File: src/rtl/mtfm_pkg.sv
// Shared types and constants for the topic filter matcher.
// No dependencies; every other file but mtfm_if.sv imports this package.
package mtfm_pkg;

   // Request function codes.
   localparam logic [1:0] FN_FILTER = 2'd0;
   localparam logic [1:0] FN_TOPIC  = 2'd1;
   localparam logic [1:0] FN_EVAL   = 2'd2;

   // Response status codes.
   localparam logic [1:0] ST_OK    = 2'd0;
   localparam logic [1:0] ST_INVAL = 2'd1;
   localparam logic [1:0] ST_OVER  = 2'd2;

   // Characters with a meaning in filters and topics.
   localparam logic [7:0] CH_NUL    = 8'h00;
   localparam logic [7:0] CH_DOLLAR = 8'h24;
   localparam logic [7:0] CH_PLUS   = 8'h2B;
   localparam logic [7:0] CH_HASH   = 8'h23;
   localparam logic [7:0] CH_SLASH  = 8'h2F;

   // Result of one evaluation, handed from the walker to the top level.
   typedef struct packed {
      logic       valid;
      logic [1:0] status;
      logic       match;
   } result_type;

   // True for either wildcard character.
   function automatic logic is_wild(input logic [7:0] c);
      return (c == CH_PLUS) || (c == CH_HASH);
   endfunction

endpackage

File: src/rtl/mtfm_if.sv
// Valid/ready channel interfaces for the request and response words.
// Depends on nothing; used by the top level and the testbench.
interface mtfm_req_if;
   logic       valid;
   logic       ready;
   logic [1:0] func;
   logic [7:0] data_byte;

   modport source (output valid, output func, output data_byte, input ready);
   modport sink   (input valid, input func, input data_byte, output ready);
endinterface

interface mtfm_rsp_if;
   logic       valid;
   logic       ready;
   logic [1:0] status;
   logic       match;

   modport source (output valid, output status, output match, input ready);
   modport sink   (input valid, input status, input match, output ready);
endinterface

File: src/rtl/mqtt_topic_filter_match.sv
// Topic filter matcher: an append word stores one character of the filter or
// the topic (NUL is dropped, a character past MAX_LEN marks overflow). An
// evaluate word ends straight from the idle state when the buffers overflowed
// or one is empty. Otherwise the sequencer loads its window, checks a leading
// '$' and walks. The sequencer moves each buffer pointer by at most one
// character a step through the single read port of each buffer. Ready stays
// low while an evaluate word is in progress. The response word carries the
// status and the match flag. Both buffers and the overflow mark are cleared
// as it is produced.
module mqtt_topic_filter_match
   import mtfm_pkg::*;
#(
   parameter int MAX_LEN = 64
) (
   input  logic              clock,
   input  logic              reset,
   mtfm_req_if.sink          req_ch,
   mtfm_rsp_if.source        rsp_ch
);
   localparam int LW = $clog2(MAX_LEN+1);
   localparam int CW = $clog2(MAX_LEN+4);

   logic          acc, nz, f_wr, t_wr, start, busy;
   logic          f_full, t_full;
   logic [LW-1:0] f_len, t_len;
   logic [CW-1:0] f_addr, t_addr;
   logic [7:0]    f_rd, t_rd;
   result_type    result;
   logic          ovf_ff, ovf_in;
   logic          rsp_valid_ff;
   logic [1:0]    rsp_status_ff;
   logic          rsp_match_ff;

   // Request acceptance and decode.
   assign req_ch.ready = !busy && (!rsp_valid_ff || rsp_ch.ready);
   assign acc   = req_ch.valid && req_ch.ready;
   assign nz    = (req_ch.data_byte != CH_NUL);
   assign f_wr  = acc && nz && (req_ch.func == FN_FILTER);
   assign t_wr  = acc && nz && (req_ch.func == FN_TOPIC);
   assign start = acc && (req_ch.func == FN_EVAL);

   mtfm_buf #(.MAX_LEN(MAX_LEN)) u_fbuf (
      .clock   (clock),
      .reset   (reset),
      .wr_en   (f_wr),
      .wr_data (req_ch.data_byte),
      .clear   (result.valid),
      .full    (f_full),
      .len     (f_len),
      .rd_addr (f_addr),
      .rd_data (f_rd)
   );

   mtfm_buf #(.MAX_LEN(MAX_LEN)) u_tbuf (
      .clock   (clock),
      .reset   (reset),
      .wr_en   (t_wr),
      .wr_data (req_ch.data_byte),
      .clear   (result.valid),
      .full    (t_full),
      .len     (t_len),
      .rd_addr (t_addr),
      .rd_data (t_rd)
   );

   mtfm_walk #(.MAX_LEN(MAX_LEN)) u_walk (
      .clock  (clock),
      .reset  (reset),
      .start  (start),
      .ovf    (ovf_ff),
      .f_len  (f_len),
      .t_len  (t_len),
      .f_addr (f_addr),
      .t_addr (t_addr),
      .f_rd   (f_rd),
      .t_rd   (t_rd),
      .busy   (busy),
      .result (result)
   );

   // Overflow mark: set by a character that finds its buffer full.
   always_comb begin
      ovf_in = ovf_ff;
      if (result.valid) begin
         ovf_in = 1'b0;
      end else if ((f_wr && f_full) || (t_wr && t_full)) begin
         ovf_in = 1'b1;
      end
   end

   // Response register.
   always_ff @(posedge clock) begin
      if (reset) begin
         ovf_ff       <= 1'b0;
         rsp_valid_ff <= 1'b0;
      end else begin
         ovf_ff <= ovf_in;
         if (result.valid) begin
            rsp_valid_ff <= 1'b1;
         end else if (rsp_ch.ready) begin
            rsp_valid_ff <= 1'b0;
         end
      end
      if (result.valid) begin
         rsp_status_ff <= result.status;
         rsp_match_ff  <= result.match;
      end
   end

   assign rsp_ch.valid  = rsp_valid_ff;
   assign rsp_ch.status = rsp_status_ff;
   assign rsp_ch.match  = rsp_match_ff;

endmodule

File: src/rtl/mtfm_buf.sv
// Character buffer: one memory with a fill count and a registered read port.
// Depends on mtfm_pkg. Entries at or above the fill count read as NUL.
module mtfm_buf
   import mtfm_pkg::*;
#(
   parameter int MAX_LEN = 64
) (
   input  logic                          clock,
   input  logic                          reset,
   input  logic                          wr_en,
   input  logic [7:0]                    wr_data,
   input  logic                          clear,
   output logic                          full,
   output logic [$clog2(MAX_LEN+1)-1:0]  len,
   input  logic [$clog2(MAX_LEN+4)-1:0]  rd_addr,
   output logic [7:0]                    rd_data
);
   localparam int AW = $clog2(MAX_LEN);
   localparam int LW = $clog2(MAX_LEN+1);
   localparam int CW = $clog2(MAX_LEN+4);

   logic [7:0]    mem [MAX_LEN];
   logic [LW-1:0] len_ff;
   logic [LW-1:0] len_in;
   logic [7:0]    rd_data_ff;
   logic          rd_ok_ff;

   assign full = (len_ff == LW'(MAX_LEN));
   assign len  = len_ff;

   // Fill count: grows on a write while not full, drops to zero when the buffer is cleared.
   always_comb begin
      len_in = len_ff;
      if (clear) begin
         len_in = '0;
      end else if (wr_en && !full) begin
         len_in = len_ff + LW'(1);
      end
   end

   always_ff @(posedge clock) begin
      if (reset) begin
         len_ff <= '0;
      end else begin
         len_ff <= len_in;
      end
   end

   // Write at the fill count; read registered, masked by the fill count.
   always_ff @(posedge clock) begin
      if (wr_en && !full) begin
         mem[len_ff[AW-1:0]] <= wr_data;
      end
      rd_data_ff <= mem[rd_addr[AW-1:0]];
      rd_ok_ff   <= (rd_addr < CW'(len_ff));
   end

   assign rd_data = rd_ok_ff ? rd_data_ff : CH_NUL;

endmodule

File: src/rtl/mtfm_walk.sv
// Match sequencer: walks the filter and topic buffers one character a step.
// Depends on mtfm_pkg; reads two mtfm_buf instances through their read ports.
module mtfm_walk
   import mtfm_pkg::*;
#(
   parameter int MAX_LEN = 64
) (
   input  logic                          clock,
   input  logic                          reset,
   input  logic                          start,
   input  logic                          ovf,
   input  logic [$clog2(MAX_LEN+1)-1:0]  f_len,
   input  logic [$clog2(MAX_LEN+1)-1:0]  t_len,
   output logic [$clog2(MAX_LEN+4)-1:0]  f_addr,
   output logic [$clog2(MAX_LEN+4)-1:0]  t_addr,
   input  logic [7:0]                    f_rd,
   input  logic [7:0]                    t_rd,
   output logic                          busy,
   output result_type                    result
);
   localparam int CW = $clog2(MAX_LEN+4);

   typedef enum logic [2:0] {
      S_IDLE, S_LOAD, S_DOLLAR, S_MAIN, S_PLUS_T, S_HASH_T, S_SCAN_F, S_TAIL
   } state_type;

   state_type     state_ff, state_in;
   logic [CW-1:0] s_ff, s_in;
   logic [CW-1:0] t_ff, t_in;
   logic [1:0]    ld_ff;
   logic [7:0]    w_ff [4];
   logic [7:0]    tcur_ff;
   logic          done_ff;
   logic [1:0]    status_ff;
   logic          match_ff;

   logic          adv_s, adv_t, fin, fin_m;
   logic [1:0]    fin_st;
   logic [7:0]    fp, f0, f1, f2, f3, t0, t1;
   logic          s_nz;

   // Filter window holds characters s-1 .. s+2; s+3 and t+1 come from memory.
   assign fp   = w_ff[0];
   assign f0   = w_ff[1];
   assign f1   = w_ff[2];
   assign f2   = w_ff[3];
   assign f3   = f_rd;
   assign t0   = tcur_ff;
   assign t1   = t_rd;
   assign s_nz = (s_ff != '0);

   // One step of the matcher: decide the next state and which pointers move.
   always_comb begin
      state_in = state_ff;
      adv_s    = 1'b0;
      adv_t    = 1'b0;
      fin      = 1'b0;
      fin_st   = ST_OK;
      fin_m    = 1'b0;
      case (state_ff)
         S_IDLE: begin
            if (start) begin
               if (ovf) begin
                  fin    = 1'b1;
                  fin_st = ST_OVER;
               end else if (f_len == '0 || t_len == '0) begin
                  fin    = 1'b1;
                  fin_st = ST_INVAL;
               end else begin
                  state_in = S_LOAD;
               end
            end
         end
         S_LOAD: begin
            if (ld_ff == 2'd2) begin
               state_in = S_DOLLAR;
            end
         end
         S_DOLLAR: begin
            // A leading '$' on one side only never matches.
            if ((f0 == CH_DOLLAR && t0 != CH_DOLLAR) ||
                (t0 == CH_DOLLAR && f0 != CH_DOLLAR)) begin
               fin = 1'b1;
            end else begin
               state_in = S_MAIN;
            end
         end
         S_MAIN: begin
            if (f0 == CH_NUL) begin
               state_in = S_TAIL;
            end else if (is_wild(t0)) begin
               fin    = 1'b1;
               fin_st = ST_INVAL;
            end else if (f0 != t0 || t0 == CH_NUL) begin
               if (f0 == CH_PLUS) begin
                  if ((s_nz && fp != CH_SLASH) || (f1 != CH_NUL && f1 != CH_SLASH)) begin
                     fin    = 1'b1;
                     fin_st = ST_INVAL;
                  end else begin
                     adv_s    = 1'b1;
                     state_in = S_PLUS_T;
                  end
               end else if (f0 == CH_HASH) begin
                  if ((s_nz && fp != CH_SLASH) || f1 != CH_NUL) begin
                     fin    = 1'b1;
                     fin_st = ST_INVAL;
                  end else begin
                     state_in = S_HASH_T;
                  end
               end else if (t0 == CH_NUL && s_nz && fp == CH_PLUS &&
                            f0 == CH_SLASH && f1 == CH_HASH) begin
                  fin   = 1'b1;
                  fin_m = 1'b1;
               end else begin
                  state_in = S_SCAN_F;
               end
            end else begin
               // Characters agree: look ahead for "foo" against "foo/#" and ends.
               if (t1 == CH_NUL && f1 == CH_SLASH && f2 == CH_HASH && f3 == CH_NUL) begin
                  fin   = 1'b1;
                  fin_m = 1'b1;
               end else if (f1 == CH_NUL && t1 == CH_NUL) begin
                  fin   = 1'b1;
                  fin_m = 1'b1;
               end else if (t1 == CH_NUL && f1 == CH_PLUS && f2 == CH_NUL) begin
                  fin = 1'b1;
                  if (f0 != CH_SLASH) begin
                     fin_st = ST_INVAL;
                  end else begin
                     fin_m = 1'b1;
                  end
               end else begin
                  adv_s = 1'b1;
                  adv_t = 1'b1;
               end
            end
         end
         S_PLUS_T: begin
            // Skip one topic level for a '+'.
            if (t0 != CH_NUL && t0 != CH_SLASH) begin
               if (is_wild(t0)) begin
                  fin    = 1'b1;
                  fin_st = ST_INVAL;
               end else begin
                  adv_t = 1'b1;
               end
            end else if (t0 == CH_NUL && f0 == CH_NUL) begin
               fin   = 1'b1;
               fin_m = 1'b1;
            end else begin
               state_in = S_MAIN;
            end
         end
         S_HASH_T: begin
            // A '#' takes the rest of the topic, which must hold no wildcard.
            if (t0 != CH_NUL) begin
               if (is_wild(t0)) begin
                  fin    = 1'b1;
                  fin_st = ST_INVAL;
               end else begin
                  adv_t = 1'b1;
               end
            end else begin
               fin   = 1'b1;
               fin_m = 1'b1;
            end
         end
         S_SCAN_F: begin
            // Mismatch: only check the rest of the filter for a misplaced '#'.
            if (f0 != CH_NUL) begin
               if (f0 == CH_HASH && f1 != CH_NUL) begin
                  fin    = 1'b1;
                  fin_st = ST_INVAL;
               end else begin
                  adv_s = 1'b1;
               end
            end else begin
               fin = 1'b1;
            end
         end
         S_TAIL: begin
            // Filter used up: the remaining topic must hold no wildcard.
            if (t0 != CH_NUL) begin
               if (is_wild(t0)) begin
                  fin    = 1'b1;
                  fin_st = ST_INVAL;
               end else begin
                  adv_t = 1'b1;
               end
            end else begin
               fin = 1'b1;
            end
         end
         default: begin
            state_in = S_IDLE;
         end
      endcase
      if (fin) begin
         state_in = S_IDLE;
      end
   end

   // Pointer updates and read addresses (from the next pointers when walking).
   always_comb begin
      s_in = adv_s ? (s_ff + CW'(1)) : s_ff;
      t_in = adv_t ? (t_ff + CW'(1)) : t_ff;
      case (state_ff)
         S_IDLE: begin
            s_in   = '0;
            t_in   = '0;
            f_addr = '0;
            t_addr = '0;
         end
         S_LOAD: begin
            f_addr = CW'(ld_ff) + CW'(1);
            t_addr = CW'(1);
         end
         default: begin
            f_addr = s_in + CW'(3);
            t_addr = t_in + CW'(1);
         end
      endcase
   end

   // State, window and result registers.
   always_ff @(posedge clock) begin
      if (reset) begin
         state_ff <= S_IDLE;
         done_ff  <= 1'b0;
      end else begin
         state_ff <= state_in;
         done_ff  <= fin;
      end
      s_ff <= s_in;
      t_ff <= t_in;
      if (fin) begin
         status_ff <= fin_st;
         match_ff  <= fin_m;
      end
      case (state_ff)
         S_IDLE: begin
            ld_ff <= 2'd0;
            for (int i = 0; i < 4; i++) begin
               w_ff[i] <= CH_NUL;
            end
         end
         S_LOAD: begin
            ld_ff <= ld_ff + 2'd1;
            for (int i = 0; i < 3; i++) begin
               w_ff[i] <= w_ff[i+1];
            end
            w_ff[3] <= f_rd;
            if (ld_ff == 2'd0) begin
               tcur_ff <= t_rd;
            end
         end
         default: begin
            if (adv_s) begin
               for (int i = 0; i < 3; i++) begin
                  w_ff[i] <= w_ff[i+1];
               end
               w_ff[3] <= f_rd;
            end
            if (adv_t) begin
               tcur_ff <= t_rd;
            end
         end
      endcase
   end

   assign busy          = (state_ff != S_IDLE) || done_ff;
   assign result.valid  = done_ff;
   assign result.status = status_ff;
   assign result.match  = match_ff;

endmodule

File: src/flat_wrapper.sv
// flat-port wrapper written by rule: the top's interface ports become plain ports
module mqtt_topic_filter_match_flat import mtfm_pkg::*;
#(
   parameter int MAX_LEN = 64
)
  (clock, reset, req_ch_valid, req_ch_func, req_ch_data_byte, req_ch_ready, rsp_ch_valid, rsp_ch_status, rsp_ch_match, rsp_ch_ready);
  mtfm_req_if req_ch_i ();
  mtfm_rsp_if rsp_ch_i ();
  input  logic clock;
  input  logic reset;
  input wire logic [$bits(req_ch_i.valid)-1:0] req_ch_valid;
  input wire logic [$bits(req_ch_i.func)-1:0] req_ch_func;
  input wire logic [$bits(req_ch_i.data_byte)-1:0] req_ch_data_byte;
  output wire logic [$bits(req_ch_i.ready)-1:0] req_ch_ready;
  output wire logic [$bits(rsp_ch_i.valid)-1:0] rsp_ch_valid;
  output wire logic [$bits(rsp_ch_i.status)-1:0] rsp_ch_status;
  output wire logic [$bits(rsp_ch_i.match)-1:0] rsp_ch_match;
  input wire logic [$bits(rsp_ch_i.ready)-1:0] rsp_ch_ready;
  assign req_ch_i.valid = req_ch_valid;
  assign req_ch_i.func = req_ch_func;
  assign req_ch_i.data_byte = req_ch_data_byte;
  assign req_ch_ready = req_ch_i.ready;
  assign rsp_ch_valid = rsp_ch_i.valid;
  assign rsp_ch_status = rsp_ch_i.status;
  assign rsp_ch_match = rsp_ch_i.match;
  assign rsp_ch_i.ready = rsp_ch_ready;
  mqtt_topic_filter_match #(.MAX_LEN(MAX_LEN)) u_core (.clock(clock), .reset(reset), .req_ch(req_ch_i), .rsp_ch(rsp_ch_i));
endmodule
File: config.mk
export PLATFORM = sky130hd
export DESIGN_NAME = mqtt_topic_filter_match_flat
export DESIGN_NICKNAME = d
export VERILOG_FILES = /design/src/rtl/mtfm_pkg.sv /design/src/rtl/mtfm_if.sv /design/src/rtl/mqtt_topic_filter_match.sv /design/src/rtl/mtfm_buf.sv /design/src/rtl/mtfm_walk.sv /design/src/flat_wrapper.sv
export SDC_FILE = /design/constraint.sdc
export NUM_CORES = 2
export LEC_CHECK = 0
export BUFFER_PORTS_ARGS = -buffer_cell sky130_fd_sc_hd__clkbuf_2
export CORE_MARGIN = 3
export CORE_UTILIZATION = 54
export CTS_CLUSTER_DIAMETER = 120
export DETAILED_ROUTE_END_ITERATION = 10
export GPL_TIMING_DRIVEN = 1
export HOLD_SLACK_MARGIN = 0.08
export PLACE_DENSITY = 0.69
export SKIP_LAST_GASP = 1
export SYNTH_ARGS = -nofsm -noshare
export SYNTH_HDL_FRONTEND = slang
export SYNTH_SLANG_ARGS = --single-unit
export TNS_END_PERCENT = 1
File: constraint.sdc
create_clock -name clock -period 9.3 [get_ports clock]
set_input_delay 1.86 -clock clock [delete_from_list [all_inputs] [get_ports clock]]
set_output_delay 1.86 -clock clock [all_outputs]
set_load 0.005 [all_outputs]
==> run metrics <==
routability cong. just over 0.9; worst ir drop on vdd between 100 and 150 µV; Setup CP Type flip-flop to flip-flop; setup TNS 0 ns; layout cell share with drive strength beyond 1 roughly 15%; Post-synth EDFFs 1,072; die area 88,800 µm²; placed cells approximately 4,000; Post-synth ARST share 0%; All-Layer GR Usage between 20% and 30%; Worst Hold Class flip-flop to flip-flop; Worst path slowest cell a211oi_4; skew final approximately 0.022 ns; Post-Layout Cell Count around 4,100; pwr dens 200 nW/µm²; IO buf count 18; Die Span X between 200 and 300 µm; post-layout min period slightly above 6 ns; Final nets 2,917; cts hold-fix bufs 0; antenna violations before repair 1; crit-path max cell delay between 0.8 and 0.9 ns; pin count of the biggest net entering global routing approximately 110; TritonCTS clock tree built; CP startpoint kind flip-flop; Initial DRT Pass Iterations 8; Worst EP arrival about 6.7 ns; Die Y-Extent ~300 µm; wire length per cell 26.3 µm; via count between 20,000 and 30,000; first-pass GRT wire length ~160 mm; most frequent cells in the layout 1,072 x edfxtp_1, 270 x nand2_1, 207 x nor2_1; Fmax about 160 MHz; Starting Density roughly 55%; Worst-path clk slew ~0.060 ns; synthesized area roughly 46,000 µm²; Syn Nets slightly below 3,000; hpwl dp about 66 mm; area delta synth->final 10.7%; Yosys warning total 0; clock root cell clkbuf_16; CP Max Fanout 19; row cnt between 100 and 150; post-synthesis sequential area ratio 72.2%; syn avg cell area about 16 µm²; cell taking the most area after synthesis edfxtp_1; predominant post-synthesis flop cell edfxtp_1; Worst Max-Slew Pin Slew between 1 and 1.5 ns; First DRT Iteration DRCs around 3,700; crit-path cells or4_1 > o21ai_1 > nand3_1 > o211ai_1 > a21oi_1 > nor2_1 > mux2i_1 > ha_1 > nor2_1 > a221oi_4 > buf_4 > inv_2 > a211oi_4 > nand3_1 > o211ai_1 > mux2i_1; Setup Viol. Count Final 0; drc violations 0; clk_lat worst skew 0.67 ns; Final ANT Viol Nets 0; fin util between 60% and 70%; status finished, final reports clean; layout filler cell count between 6,000 and 7,000; Synth area leaders edfxtp_1 70%, mux4_2 7.6%, dfxtp_1 2.3%, mux2i_1 2.2%, nand2_1 2.2%; Post-CTS Setup Bufs 0; antenna fix cells 0; FF+latch count, synth between 1,000 and 1,500; Static Leak ~17 nW; Post-Route WL 108 mm; Core ar. between 80,000 and 90,000 µm²; Critical Path Sink Type flip-flop; Final Cycle Share approximately two thirds; clock sinks 1,124; Yosys cell types a little over 80; Via-to-Cell Ratio approximately 6.4; post_cts resized 0; TritonCTS Buffers 109; Final Hold Viols 0; final count of pins violating max slew 0; clock buffer depth 3; CTS H-tree lvls 3; grt total ovfl 0; Crit path required time 9.83 ns; share of the synthesized area in the top cell type a little over two thirds; RSZ-0062 raised after global routing false; cells after synthesis around 2,900; vias in the first global route 25,620; maxcap violations 0; Top-Level Pins 19; Slew HR roughly 16%; leading cell type in the layout, fill and taps excluded edfxtp_1
## worst max-delay path: cells and delay by family (launching register included)
family          cells  cell delay (ns)
compound gates      6             2.54
fa+ha+maj           1             0.27
buf+inv             2             0.60
flops               1             0.32
mux                 2             0.43
simple gates        5             1.83
## power by group
part | total (mW) | leakage, nW | switching, mW | internal [mW]
sequential | 5.55 | 10.2 | 0.00457 | 5.54
combinational | 0.126 | 4.85 | 0.106 | 0.0197
clock | 4.51 | 1.80 | 1.86 | 2.65
## registers in the layout, indices dropped and copies added (netlist names), 7 cells and up
register / cells
u_core.u_fbuf.len: 7
u_core.u_fbuf.mem: 512
u_core.u_fbuf.rd_data_ff: 8
u_core.u_walk.t_ff: 7
u_core.u_walk.t0: 8
u_core.u_tbuf.mem: 512
u_core.u_walk.w_ff: 32
u_core.u_tbuf.len: 7
u_core.u_walk.s_ff: 7
u_core.u_tbuf.rd_data_ff: 8
## through the flow
stage          area, µm²  setup WS (ns)  hold slack (ns)  total power [mW]
6_report           51000           3.16            0.420              10.2
3_3_place_gp       47300           3.27            0.409              5.78
2_1_floorplan      46100           4.79            0.400              5.68
3_5_place_dp       47300           3.34            0.407              5.78
4_1_cts            51000           3.33            0.421              10.2
5_1_grt            51000           2.91            0.437              10.5
## synthesized netlist by cell type, types with 32 or more instances
cell and number:
a211oi_1 54, a21oi_1 32, a32oi_1 37, and2_1 43, and3_1 70, buf_2 42, clkbuf_1 89, dfxtp_1 52
edfxtp_1 1072, mux2i_1 102, mux4_2 156, nand2_1 271, nand3_1 166, nand4_1 32, nor2_1 207, o21ai_0 73
## worst paths after layout
path                                     from                           to  slack (ns)  cells after the start
setup / recovery  u_core.u_tbuf.rd_data_ff[5]  u_core.u_fbuf.rd_data_ff[1]        3.16                     16
hold / removal     u_core.u_walk.status_ff[0]      u_core.rsp_ch.status[0]        0.42                      0
setup reg to reg  u_core.u_tbuf.rd_data_ff[5]  u_core.u_fbuf.rd_data_ff[1]        3.16                     16
hold reg to reg    u_core.u_walk.status_ff[0]      u_core.rsp_ch.status[0]        0.42                      0
## per-layer routing
layer / GRT usage, % / vias to the layer above / part of all wire, %
met5: 0 / - / 0.0083
met4: 6.67 / 2 / 2.5
met3: 4.44 / 201 / 9.8
met2: 36.5 / 1391 / 46
met1: 37.2 / 13314 / 42
li1: - / 11309 / -
## cells by family (layout without fill, tap and decap cells)
family / after synthesis / count (layout) / synth area share (%)
adders and majority gates: 24 / 24 / 0.652
buffers and inverters: 189 / 293 / 1.84
muxes: 268 / 268 / 10.1
DFF: 1124 / 1124 / 72.2
AOI/OAI and AO/OA: 333 / 333 / 5.20
and+or+nand+nor: 888 / 888 / 9.16
xor gates and xnor gates: 43 / 43 / 0.899
## final cells by class
type | count | area, µm² | area share [%]
clock buffers | 144 | 3070 | 6.01
clock inverters | 61 | 631 | 1.24
inverters | 33 | 124 | 0.243
multi-input cells | 1556 | 12100 | 23.7
flip-flops and latches | 1124 | 33200 | 65.2
well taps | 1134 | 1420 | 2.78
repair buffers | 55 | 413 | 0.810
Note: power is estimated with default switching activity, not from simulation.
